File: config.mk
export PLATFORM = sky130hd
export DESIGN_NAME = descending_prime_finder
export DESIGN_NICKNAME = d
export VERILOG_FILES = /design/src/hw/rtl/dpf_pkg.sv /design/src/hw/rtl/descending_prime_finder.sv
export VERILOG_INCLUDE_DIRS = /design/src /design/src/hw/rtl
export SDC_FILE = /design/constraint.sdc
export NUM_CORES = 1
export LEC_CHECK = 0
export BUFFER_PORTS_ARGS = -buffer_cell sky130_fd_sc_hd__buf_2
export CORE_MARGIN = 5
export CORE_UTILIZATION = 50
export DETAILED_ROUTE_END_ITERATION = 8
export GPL_TIMING_DRIVEN = 1
export HOLD_SLACK_MARGIN = 0.12
export PLACE_DENSITY_LB_ADDON = 0.25
export REMOVE_ABC_BUFFERS = 1
export SETUP_SLACK_MARGIN = 0.15
export SLEW_MARGIN = 20
export SYNTH_ARGS = -nofsm -noshare
export SYNTH_HDL_FRONTEND = slang
export SYNTH_SLANG_ARGS = --single-unit
File: constraint.sdc
create_clock -name clk -period 7.55 [get_ports clk]
set_input_delay 0.755 -clock clk [delete_from_list [all_inputs] [get_ports clk]]
set_output_delay 0.755 -clock clk [all_outputs]
set_load 0.01 [all_outputs]
File: src/hw/rtl/descending_prime_finder_macros.svh
// Assertion macros for the prime search RTL.
`ifndef DESCENDING_PRIME_FINDER_MACROS_SVH
`define DESCENDING_PRIME_FINDER_MACROS_SVH

// Same-cycle implication, checked outside reset.
`define DPF_ASSERT_IMP(lbl, ante, cons) \
  lbl: assert property (@(posedge clk) disable iff (rst) (ante) |-> (cons)) \
    else $error("prime search check failed");

// Next-cycle implication, checked outside reset.
`define DPF_ASSERT_NEXT(lbl, ante, cons) \
  lbl: assert property (@(posedge clk) disable iff (rst) (ante) |=> (cons)) \
    else $error("prime search check failed");

`endif

File: src/hw/rtl/dpf_pkg.sv
`default_nettype none
package dpf_pkg;

  localparam int MAX_COUNT_DEF  = 16;
  localparam int VALUE_BITS_DEF = 32;

  typedef struct packed {
    logic [31:0] upper_limit;
    logic [4:0]  wanted_count;
  } request_t;

  typedef struct packed {
    logic [31:0] prime_value;
    logic [3:0]  prime_index;
    logic        last;
    logic        short_flag;
    logic        none_found;
  } result_t;

  typedef enum logic [2:0] {
    S_IDLE,
    S_CHECK,
    S_TEST,
    S_DIV,
    S_STEP,
    S_PRIME,
    S_FLUSH
  } state_t;

endpackage
`default_nettype wire

File: src/hw/rtl/descending_prime_finder.sv
// Each trial divisor d takes one S_TEST state, a pass of the bit-serial remainder unit in
// S_DIV that takes one dividend bit per cycle, and one S_STEP state; a candidate n tries
// divisors from 2 upward until one divides n or d*d exceeds n; candidates are scanned downward.
// One request at a time: each result is strobed for one cycle; the final one goes out via
// S_FLUSH and the strobe register, busy falls with it, and the next request is taken then.
// Reset is synchronous and clears only the control state; no clearing pass is needed.
`default_nettype none
`include "descending_prime_finder_macros.svh"
module descending_prime_finder #(
  parameter int MAX_COUNT  = dpf_pkg::MAX_COUNT_DEF,
  parameter int VALUE_BITS = dpf_pkg::VALUE_BITS_DEF
) (
  input  wire logic              clk,
  input  wire logic              rst,
  input  wire logic              start,
  input  wire dpf_pkg::request_t request,
  output logic                   busy,
  output logic                   strobe,
  output dpf_pkg::result_t       result
);
  import dpf_pkg::*;

  localparam int VB = VALUE_BITS;
  localparam int DW = (VB + 1) / 2 + 1;   // divisor width, covers one step past sqrt
  localparam int SW = 2 * DW;             // square of the divisor
  localparam int CW = $clog2(MAX_COUNT + 1);
  localparam int BW = $clog2(VB);

  state_t state, state_next;

  logic [VB-1:0] cand;
  logic [DW-1:0] d;
  logic [SW-1:0] sq;
  logic [VB-1:0] sh;
  logic [DW-1:0] rem;
  logic [BW-1:0] bc;
  logic [CW-1:0] found;
  logic [CW-1:0] wanted;
  logic [VB-1:0] pend;
  logic [3:0]    pend_index;
  logic [3:0]    next_index;
  logic          pend_valid;
  logic          short_r;

  logic [CW-1:0] wanted_sat;
  logic          cand_done;
  logic          sq_over;
  logic          last_wanted;
  logic [DW:0]   trial;
  logic [DW-1:0] rem_next;
  logic          emit_pending;
  logic          emit_final;

  always_comb begin
    if (int'(request.wanted_count) > MAX_COUNT) begin
      wanted_sat = CW'(MAX_COUNT);
    end else begin
      wanted_sat = CW'(request.wanted_count);
    end
  end

  assign cand_done   = cand < VB'(2);
  assign sq_over     = sq > SW'(cand);
  assign last_wanted = (found + CW'(1)) == wanted;

  // One restoring step of the remainder: bring in the next dividend bit, subtract if it fits.
  assign trial = {rem, sh[VB-1]};
  always_comb begin
    if (trial >= {1'b0, d}) begin
      rem_next = DW'(trial - {1'b0, d});
    end else begin
      rem_next = trial[DW-1:0];
    end
  end

  always_comb begin
    state_next = state;
    case (state)
      S_IDLE: begin
        if (start) begin
          state_next = (wanted_sat == '0) ? S_FLUSH : S_CHECK;
        end
      end
      S_CHECK: state_next = cand_done ? S_FLUSH : S_TEST;
      S_TEST:  state_next = sq_over ? S_PRIME : S_DIV;
      S_DIV: begin
        if (bc == '0) begin
          state_next = S_STEP;
        end
      end
      S_STEP:  state_next = (rem == '0) ? S_CHECK : S_TEST;
      S_PRIME: state_next = last_wanted ? S_FLUSH : S_CHECK;
      S_FLUSH: state_next = S_IDLE;
      default: state_next = S_IDLE;
    endcase
  end

  always_comb begin
    busy         = 1'b1;
    emit_pending = 1'b0;
    emit_final   = 1'b0;
    case (state)
      S_IDLE:  busy = 1'b0;
      S_PRIME: emit_pending = pend_valid;
      S_FLUSH: emit_final = 1'b1;
      default: begin
      end
    endcase
  end

  always_ff @(posedge clk) begin
    if (rst) begin
      state      <= S_IDLE;
      strobe     <= 1'b0;
      pend_valid <= 1'b0;
    end else begin
      state  <= state_next;
      strobe <= emit_pending || emit_final;
    end

    if (emit_pending) begin
      result.prime_value <= 32'(pend);
      result.prime_index <= pend_index;
      result.last        <= 1'b0;
      result.short_flag  <= 1'b0;
      result.none_found  <= 1'b0;
    end else if (emit_final) begin
      result.prime_value <= pend_valid ? 32'(pend) : 32'd0;
      result.prime_index <= pend_valid ? pend_index : 4'd0;
      result.last        <= 1'b1;
      result.short_flag  <= short_r;
      result.none_found  <= !pend_valid;
    end

    if (!rst) begin
      case (state)
        S_IDLE: begin
          if (start) begin
            cand       <= request.upper_limit[VB-1:0];
            wanted     <= wanted_sat;
            found      <= '0;
            next_index <= 4'd0;
            pend_valid <= 1'b0;
            short_r    <= 1'b0;
          end
        end
        S_CHECK: begin
          d  <= DW'(2);
          sq <= SW'(4);
          if (cand_done) begin
            short_r <= 1'b1;
          end
        end
        S_TEST: begin
          sh  <= cand;
          rem <= '0;
          bc  <= BW'(VB - 1);
        end
        S_DIV: begin
          sh  <= {sh[VB-2:0], 1'b0};
          rem <= rem_next;
          bc  <= bc - BW'(1);
        end
        S_STEP: begin
          if (rem == '0) begin
            cand <= cand - VB'(1);
          end else begin
            d  <= d + DW'(1);
            sq <= sq + SW'({d, 1'b1});
          end
        end
        S_PRIME: begin
          // The newest prime is held back so that it can still be marked as the last one.
          pend       <= cand;
          pend_index <= next_index;
          pend_valid <= 1'b1;
          next_index <= next_index + 4'd1;
          found      <= found + CW'(1);
          cand       <= cand - VB'(1);
        end
        default: begin
        end
      endcase
    end
  end

  `DPF_ASSERT_IMP(a_last_ends_request, strobe && result.last, !busy)
  `DPF_ASSERT_IMP(a_more_follow, strobe && !result.last, busy)
  `DPF_ASSERT_IMP(a_none_is_final, strobe && result.none_found, result.last && (result.prime_value == 32'd0))
  `DPF_ASSERT_NEXT(a_start_busy, start && !busy, busy)

endmodule
`default_nettype wire
==> summary.md, run 1 <==
| Metric | Value |
|---|---|
| CP peak stage delay | 0.63 ns |
| Top delay family on crit path | compound AO/OA/AOI/OAI gates |
| Sw Ratio | 0.256 |
| Clock sinks | 232 |
| Synth Flop Type | edfxtp_1 |
| Final #Nets | 1,366 |
| Port Buffers | 80 |
| Hpwl dp | 19.3 mm |
| R2R setup slack | 4.15 ns |
| Placed cell count | 1,555 |
| CTS tree | built |
| Placed Area | 0.0134 mm2 |
| Die height | 169 um |
| I/O Pins | 81 |
| P_leak | 5.49 nW |
| Power Internal | 2.39 mW |
| Rows | 58 |
| Reg power frac | 0.482 |
| Worst Setup End Kind | register |
| Met2 Use GR | 0.311 |
| 1st-pass router iterations | 5 |
| Gate power share | 0.133 |
| Final Critical Period | 3.40 ns |
| Area grow syn2layout | 12.7% |
| Starting Density | 0.505 |
| Instance count on the critical path | 9 |
| Num CTS Buffers | 26 |
| Worst-path clk slew | 0.06 ns |
| Met1 usage | 0.263 |
| Share of post-route cells with drive strength above 1 | 0.120 |
| Total congestion overflow | 0 |
| Crit-path max FO | 29 |
| Netlist cell types | 66 |
| Sum Neg Setup Slack | 0 ns |
| Post-CTS resize count | 0 |
| Worst-Margin Slew | 0.993 ns |
| EDFF count, synth | 224 |
| Via count | 8,922 |
| Post-Layout Inst Area | 0.0142 mm2 |
| Synthesized area per cell | 10.7 um2 |
| Critical Path Sink | rem[13]$_SDFFCE_PN0P_ |
| H-tree depth | 1 |
| WP data required | 7.94 ns |
| Setup crit start | d[0]$_SDFFCE_PP0P_ |
| Synthesized instance count | 1,177 |
| CP cell instances | ha_1 -> fa_1 -> nor2b_1 -> o2111ai_1 -> a21oi_1 -> o21ai_1 -> a22o_1 -> or4_1 -> nand2_1 |
| Root buf cell | clkbuf_16 |
| Startpoint types | register |
| RSZ-0062 raised after global routing | false |
| VDD IR max | 0.168 mV |
| Global-route wire length before repair | 43.7 mm |
| CP bufs+invs | 0 |
| Gr usage total | 0.187 |
| Diodes inserted | 0 |
| Met3 Use GR | 0.0266 |
| Final Slew Violations | 0 |
| Initial antenna violation count | 0 |
| Pwr dens | 225 mW/mm2 |
| Slew Limit Headroom | 0.337 |
| DR iter-0 viols | 674 |
| Psw | 0.823 mW |
| Critical path data arrival time | 3.79 ns |
| Detailed Route WL | 27.0 mm |
| Largest net degree at the start of global routing | 89 |
| Final setup fails | 0 |
| GP Congestion | 0.922 |
| Synth Cell Area | 0.0126 mm2 |
| Seq/Total Area, Yosys | 0.545 |
| Vias per cell | 5.57 |
| Clk network pwr share | 0.385 |
| FF+latch count, synth | 232 |
| Status | finished clean |
| CTS max path bufs | 3 |
| Yosys warns | 0 |
| Die W | 169 um |
| Worst clock skew | 0.0140 ns |
| Placeable Area | 0.0250 mm2 |
| Hold_buf cts | 0 |
| GR peak layer | met2 |
| Die Area | 0.0285 mm2 |
| Overall Power | 3.21 mW |
| Async S/R FF share, synth | 0 |
| Setup Fix Bufs, Post-CTS | 0 |
| Slowest CP cell | or4_1 |
| Worst Setup Path Type | reg -> reg |
| Routed Antenna Nets | 0 |
| Routed len/inst | 16.8 um |
| DRC Markers | 0 |
| Fmax | 294 MHz |
| Reg-to-Reg Start | d[0]$_SDFFCE_PP0P_ |
| Layout Utilization | 0.569 |
| Hold WC Path Type | reg -> reg |
| Final non-filler cell total | 1,603 |
| FF-to-FF End | rem[13]$_SDFFCE_PN0P_ |
| Max-cap violations | 0 |
| Final worst path period share | 0.450 |
| Vias in the first global route | 8,473 |
| R2R depth | 9 |
| Clk_lat worst skew | 0.54 ns |
| Fin. Hold Viols | 0 |
==> cell usage in the layout, fill, tap and decap left out, types with 6 or more instances in the layout <==
master	count
o31ai_1	14
dfxtp_1	8
ha_1	71
nor4_1	16
or3_1	10
o21ai_0	92
a21oi_1	58
nor3_1	14
o211ai_1	8
clkbuf_16	26
xor2_1	22
clkinv_2	8
nand2b_1	10
buf_2	80
xnor2_1	63
a31oi_1	8
o21a_1	6
a21o_1	13
nor2_1	88
buf_4	9
nand3_1	46
a211oi_1	10
and2_1	45
inv_1	64
clkbuf_8	7
edfxtp_1	224
and3_1	18
nor2b_1	12
nand2_1	137
nand4_1	12
==> sequential cells by signal, indices dropped and copies added (netlist names) <==
register and flops:
d 17, pend 32, sh 32, found 5, cand 32, strobe 1
rem 17, next_index 4, result 39, bc 5, short_r 1, state 3
wanted 5, pend_index 4, pend_valid 1, sq 34
==> area by class of cell <==
| type | count | area, um2 |
|---|---|---|
| Sequential cell | 232 | 6890 |
| Fill cell | 2111 | 10800 |
| Inverter | 64 | 240 |
| Tap cell | 330 | 413 |
| Clock inverter | 11 | 90.1 |
| Timing Repair Buffer | 89 | 468 |
| Multi-Input combinational cell | 840 | 5370 |
| Clock buffer | 37 | 762 |
==> kinds of logic after synthesis <==
| logic type | count (synthesis) | share of synthesized area |
|---|---|---|
| xor gates and xnor gates | 88 | 0.0643 |
| and+or+nand+nor | 436 | 0.169 |
| buffers and inverters | 105 | 0.0318 |
| DFF | 232 | 0.545 |
| AOI/OAI and AO/OA | 242 | 0.115 |
| adders and majority gates | 73 | 0.0735 |
| muxes | 1 | 0.000792 |
==> worst reg2reg max path: stages (launching register included) <==
cell	delay, ns
edfxtp_1	0.49
ha_1	0.28
fa_1	0.41
nor2b_1	0.17
o2111ai_1	0.14
a21oi_1	0.33
o21ai_1	0.18
a22o_1	0.57
or4_1	0.63
nand2_1	0.07
==> per-layer routing <==
layer	wire [um]	part of all wire	vias up
met2	12700	0.47	220
met1	12400	0.46	4236
met5	0	0	-
met4	480	0.018	0
met3	1390	0.052	30
li1	-	-	4436
==> through the flow <==
| stage | hold slack (ns) | setup slack, ns |
|---|---|---|
| after floorplan | 0.426 | 2.58 |
| after global placement | 0.433 | 4.27 |
| after global routing | 0.452 | 3.95 |
| after detailed placement | 0.446 | 4.19 |
| after CTS | 0.449 | 4.17 |
| final | 0.462 | 4.15 |
==> worst min-delay path by stage <==
stage / depth (start not counted) / start / endpoint
final: 0 / cand[27]$_DFFE_PP_ / pend[27]$_DFFE_PP_
after global routing: 0 / cand[27]$_DFFE_PP_ / pend[27]$_DFFE_PP_
after CTS: 1 / request[4] / wanted[4]$_DFFE_PP_
after detailed placement: 0 / cand[27]$_DFFE_PP_ / pend[27]$_DFFE_PP_
after global placement: 0 / cand[27]$_DFFE_PP_ / pend[27]$_DFFE_PP_
after floorplan: 0 / cand[27]$_DFFE_PP_ / pend[27]$_DFFE_PP_
==> cells in the mapped netlist, types with 3 or more instances <==
library cell	n	area share
ha_1	71	0.070
edfxtp_1	224	0.53
a211oi_1	10	0.0059
nor2_1	90	0.027
and3_1	18	0.0089
o21ai_1	3	0.0012
nor2b_1	12	0.0059
o31ai_1	14	0.0083
or3_1	10	0.0050
inv_1	64	0.019
nor4_1	16	0.0079
a21o_1	13	0.0077
xnor3_1	3	0.0053
dfxtp_1	8	0.013
a211o_1	3	0.0021
and2_1	46	0.023
o21a_1	6	0.0036
xnor2_1	63	0.044
nand2_1	138	0.041
a221oi_1	3	0.0021
and4_1	5	0.0035
a31oi_1	8	0.0040
nand3_1	46	0.018
a21oi_1	58	0.023
o211ai_1	8	0.0048
xor2_1	22	0.015
nor3_1	16	0.0063
nand2b_1	10	0.0050
or2_2	5	0.0025
o21ai_0	92	0.036
clkbuf_1	34	0.010
nand4_1	12	0.0059
buf_2	6	0.0024
==> power by group through the flow <==
| stage | sequential, mW | combinational (mW) | clock, mW |
|---|---|---|---|
| after CTS | 1.55 | 0.427 | 1.26 |
| after global placement | 1.57 | 0.415 | 0 |
| final | 1.55 | 0.427 | 1.23 |
| after global routing | 1.55 | 0.484 | 1.32 |
| after detailed placement | 1.57 | 0.423 | 0 |
| after floorplan | 1.56 | 0.308 | 0 |
Note: power is estimated with default switching activity, not from simulation.
==> run 2: changes to the inputs <==
==> constraint.sdc (replaced) <==
create_clock -name clk -period 3.3 [get_ports clk]
set_input_delay 0.33 -clock clk [delete_from_list [all_inputs] [get_ports clk]]
set_output_delay 0.33 -clock clk [all_outputs]
set_load 0.01 [all_outputs]
==> run 2 against run 1 <==
Compared with the run above:
- combinational power grew 140%
- global-route usage grew 0.46 points
- critical path type unchanged
- largest power group unchanged
- clock power grew to 2.5 times the previous value
- register-to-register slack lost 3.8 ns
- wire length grew 2.8%
- hold slack lost 0.32 ns
- fmax grew 14%
- core utilization grew 1.8 points
==> summary.md, run 2 (synthesized netlist as in run 1, its figures left out) <==
| Metric | Value |
|---|---|
| Via count | 9,036 (+1.3%) |
| CTS tree | built |
| Detailed Route WL | 27.7 mm (+2.8%) |
| R2R setup slack | 0.33 ns (-3.83 ns) |
| Final non-filler cell total | 1,639 (+2.2%) |
| Slew Limit Headroom | 0.457 (+0.120) |
| Routed len/inst | 16.9 um (+0.58%) |
| P_leak | 5.67 nW (+3.2%) |
| DRC Markers | 0 (unchanged) |
| Root buf cell | clkbuf_16 |
| Commonest cells after routing, fill and taps aside | edfxtp_1 (224), nand2_1 (137), o21ai_0 (92), nor2_1 (88), buf_2 (80) |
| Total congestion overflow | 0 (unchanged) |
| Leading registers by flop count | result: 39 flops, sq: 34 flops |
| Max-cap violations | 0 (unchanged) |
| Global-route wire length before repair | 44.9 mm (+2.7%) |
| Hpwl dp | 19.9 mm (+3.2%) |
| Worst Setup End Kind | register |
| Die Area | 0.0285 mm2 (unchanged) |
| Die height | 169 um (unchanged) |
| Diodes inserted | 0 (unchanged) |
| Placeable Area | 0.0250 mm2 (unchanged) |
| Fin. Hold Viols | 0 (unchanged) |
| Final setup fails | 0 (unchanged) |
| Starting Density | 0.505 (unchanged) |
| Gr usage total | 0.191 (+0.00462) |
| Worst-Margin Slew | 0.812 ns (-0.180 ns) |
| Worst clock skew | 0.0103 ns (-0.00372 ns) |
| Clock sinks | 232 (unchanged) |
| Largest reg by FF count | result |
| Setup crit start | d[0]$_SDFFCE_PP0P_ |
| Crit-path max FO | 7 (-76%) |
| GP Congestion | 0.885 (-4.0%) |
| Sum Neg Setup Slack | 0 ns (unchanged) |
| Most common library cell in the layout ignoring fill and taps | edfxtp_1 |
| Final worst path period share | 0.901 (+0.451) |
| Largest net degree at the start of global routing | 65 (-27%) |
| RSZ-0062 raised after global routing | false |
| Reg-to-Reg Start | d[0]$_SDFFCE_PP0P_ |
| Num CTS Buffers | 26 (unchanged) |
| Hold WC Path Type | in -> reg |
| Rows | 58 (unchanged) |
| R2R depth | 9 (unchanged) |
| Final WS setup | 0.326 ns (-3.83 ns) |
| Status | finished clean |
| Setup Fix Bufs, Post-CTS | 0 (unchanged) |
| Worst-path clk slew | 0.06 ns (about the same) |
| Placed cell count | 1,565 (+0.64%) |
| Routed Antenna Nets | 0 (unchanged) |
| Share of post-route cells with drive strength above 1 | 0.125 (+0.00433) |
| Worst Setup Path Type | reg -> reg |
| H-tree depth | 1 (unchanged) |
| Largest register FFs | 39 (unchanged) |
| Fmax | 336 MHz (+14%) |
| Clk_lat worst skew | 0.52 ns (-0.02 ns) |
| Startpoint types | register |
| Final Slew Violations | 0 (unchanged) |
| Pwr dens | 520 mW/mm2 (+130%) |
| DR iter-0 viols | 542 (-20%) |
| Vias per cell | 5.51 (-0.95%) |
| Critical path data arrival time | 3.25 ns (-0.54 ns) |
| Initial antenna violation count | 0 (unchanged) |
| FF-to-FF End | sq[28]$_SDFFCE_PP0P_ |
| I/O Pins | 81 (unchanged) |
| Vias in the first global route | 8,780 (+3.6%) |
| Final #Nets | 1,402 (+2.6%) |
| Die W | 169 um (unchanged) |
| Port Buffers | 80 (unchanged) |
| Final Critical Period | 2.97 ns (-0.423 ns) |
| 1st-pass router iterations | 5 (unchanged) |
| CTS max path bufs | 3 (unchanged) |
| WP data required | 3.57 ns (-4.37 ns) |
| Pre-CTS WS | 0.361 ns (-3.83 ns) |
| Critical Path Sink | sq[28]$_SDFFCE_PP0P_ |
| Area grow syn2layout | 16.2% |
| VDD IR max | 0.462 mV (+180%) |
-- run 2: cell count changes in the layout (fill, tap and decap cells not counted), moves of 2 or more --
cell           before  now
dlygate4sd3_1       0   26
clkinv_2            8    3
inv_6               0    2
buf_12              0    3
clkinv_1            1    3
clkinvlp_4          0    4
bufinv_16           1    5
buf_4               9   16
clkbuf_8            7    0
-- run 2: area by class of cell --
class | count | area [um2]
repair buffers | 125 | 841
fillers | 2106 | 10400
well taps | 330 | 413
flip-flops and latches | 232 | 6890
clock inverters | 18 | 233
inverters | 64 | 240
multi-input cells | 840 | 5380
clock buffers | 30 | 687
-- run 2: worst max-delay path: stages, from the launching register on --
cell      delay, ns
edfxtp_1       0.47
inv_1          0.10
fa_1           0.43
nor2b_1        0.24
o31ai_1        0.16
a2111o_1       0.42
a21bo_2        0.28
a21oi_2        0.27
a31oi_1        0.13
a41o_1         0.22
-- run 2: routing by layer --
| metal | vias up | GRT usage | part of all wire |
|---|---|---|---|
| li1 | 4501 | - | - |
| met1 | 4255 | 0.254 | 0.44 |
| met2 | 239 | 0.335 | 0.49 |
| met3 | 41 | 0.0245 | 0.055 |
| met4 | 0 | 0.0473 | 0.021 |
| met5 | - | 0 | 0 |
-- run 2: worst min path at each step --
| stage | slack (ns) | depth (start not counted) | start | to |
|---|---|---|---|---|
| floorplan | 0.40 | 1 | rst | pend_valid$_DFF_P_ |
| global placement | 0.44 | 0 | cand[27]$_DFFE_PP_ | pend[27]$_DFFE_PP_ |
| detailed placement | 0.44 | 0 | cand[27]$_DFFE_PP_ | pend[27]$_DFFE_PP_ |
| CTS | 0.12 | 3 | request[35] | cand[30]$_DFFE_PP_ |
| global route | 0.13 | 2 | request[1] | wanted[1]$_DFFE_PP_ |
| finish | 0.14 | 3 | request[36] | cand[31]$_DFFE_PP_ |
-- run 2: through the flow --
step                area, um2  power [mW]  hold slack [ns]   util
floorplan               12500        4.27            0.399      -
global placement        13500        4.57            0.435  0.539
detailed placement      13500        4.59            0.441  0.539
CTS                     14700        7.70            0.122  0.586
global route            14700        7.96            0.134  0.586
finish                  14700        7.64            0.142  0.586
-- run 2: timing repair --
| action | CTS | global route |
|---|---|---|
| resized for setup | 0 | 1 |
| hold buffers | 26 | 0 |
| endpoints found under the setup margin | 0 | 3 |
| endpoints found under the hold margin | 26 | 0 |
-- run 2: where the power goes --
group	switching (mW)	internal [mW]	leakage, nW	total (mW)
clock network	1.19	1.89	0.437	3.08
registers	0.136	3.40	2.18	3.54
logic	0.613	0.408	3.05	1.02
total	1.93	5.70	5.67	7.64
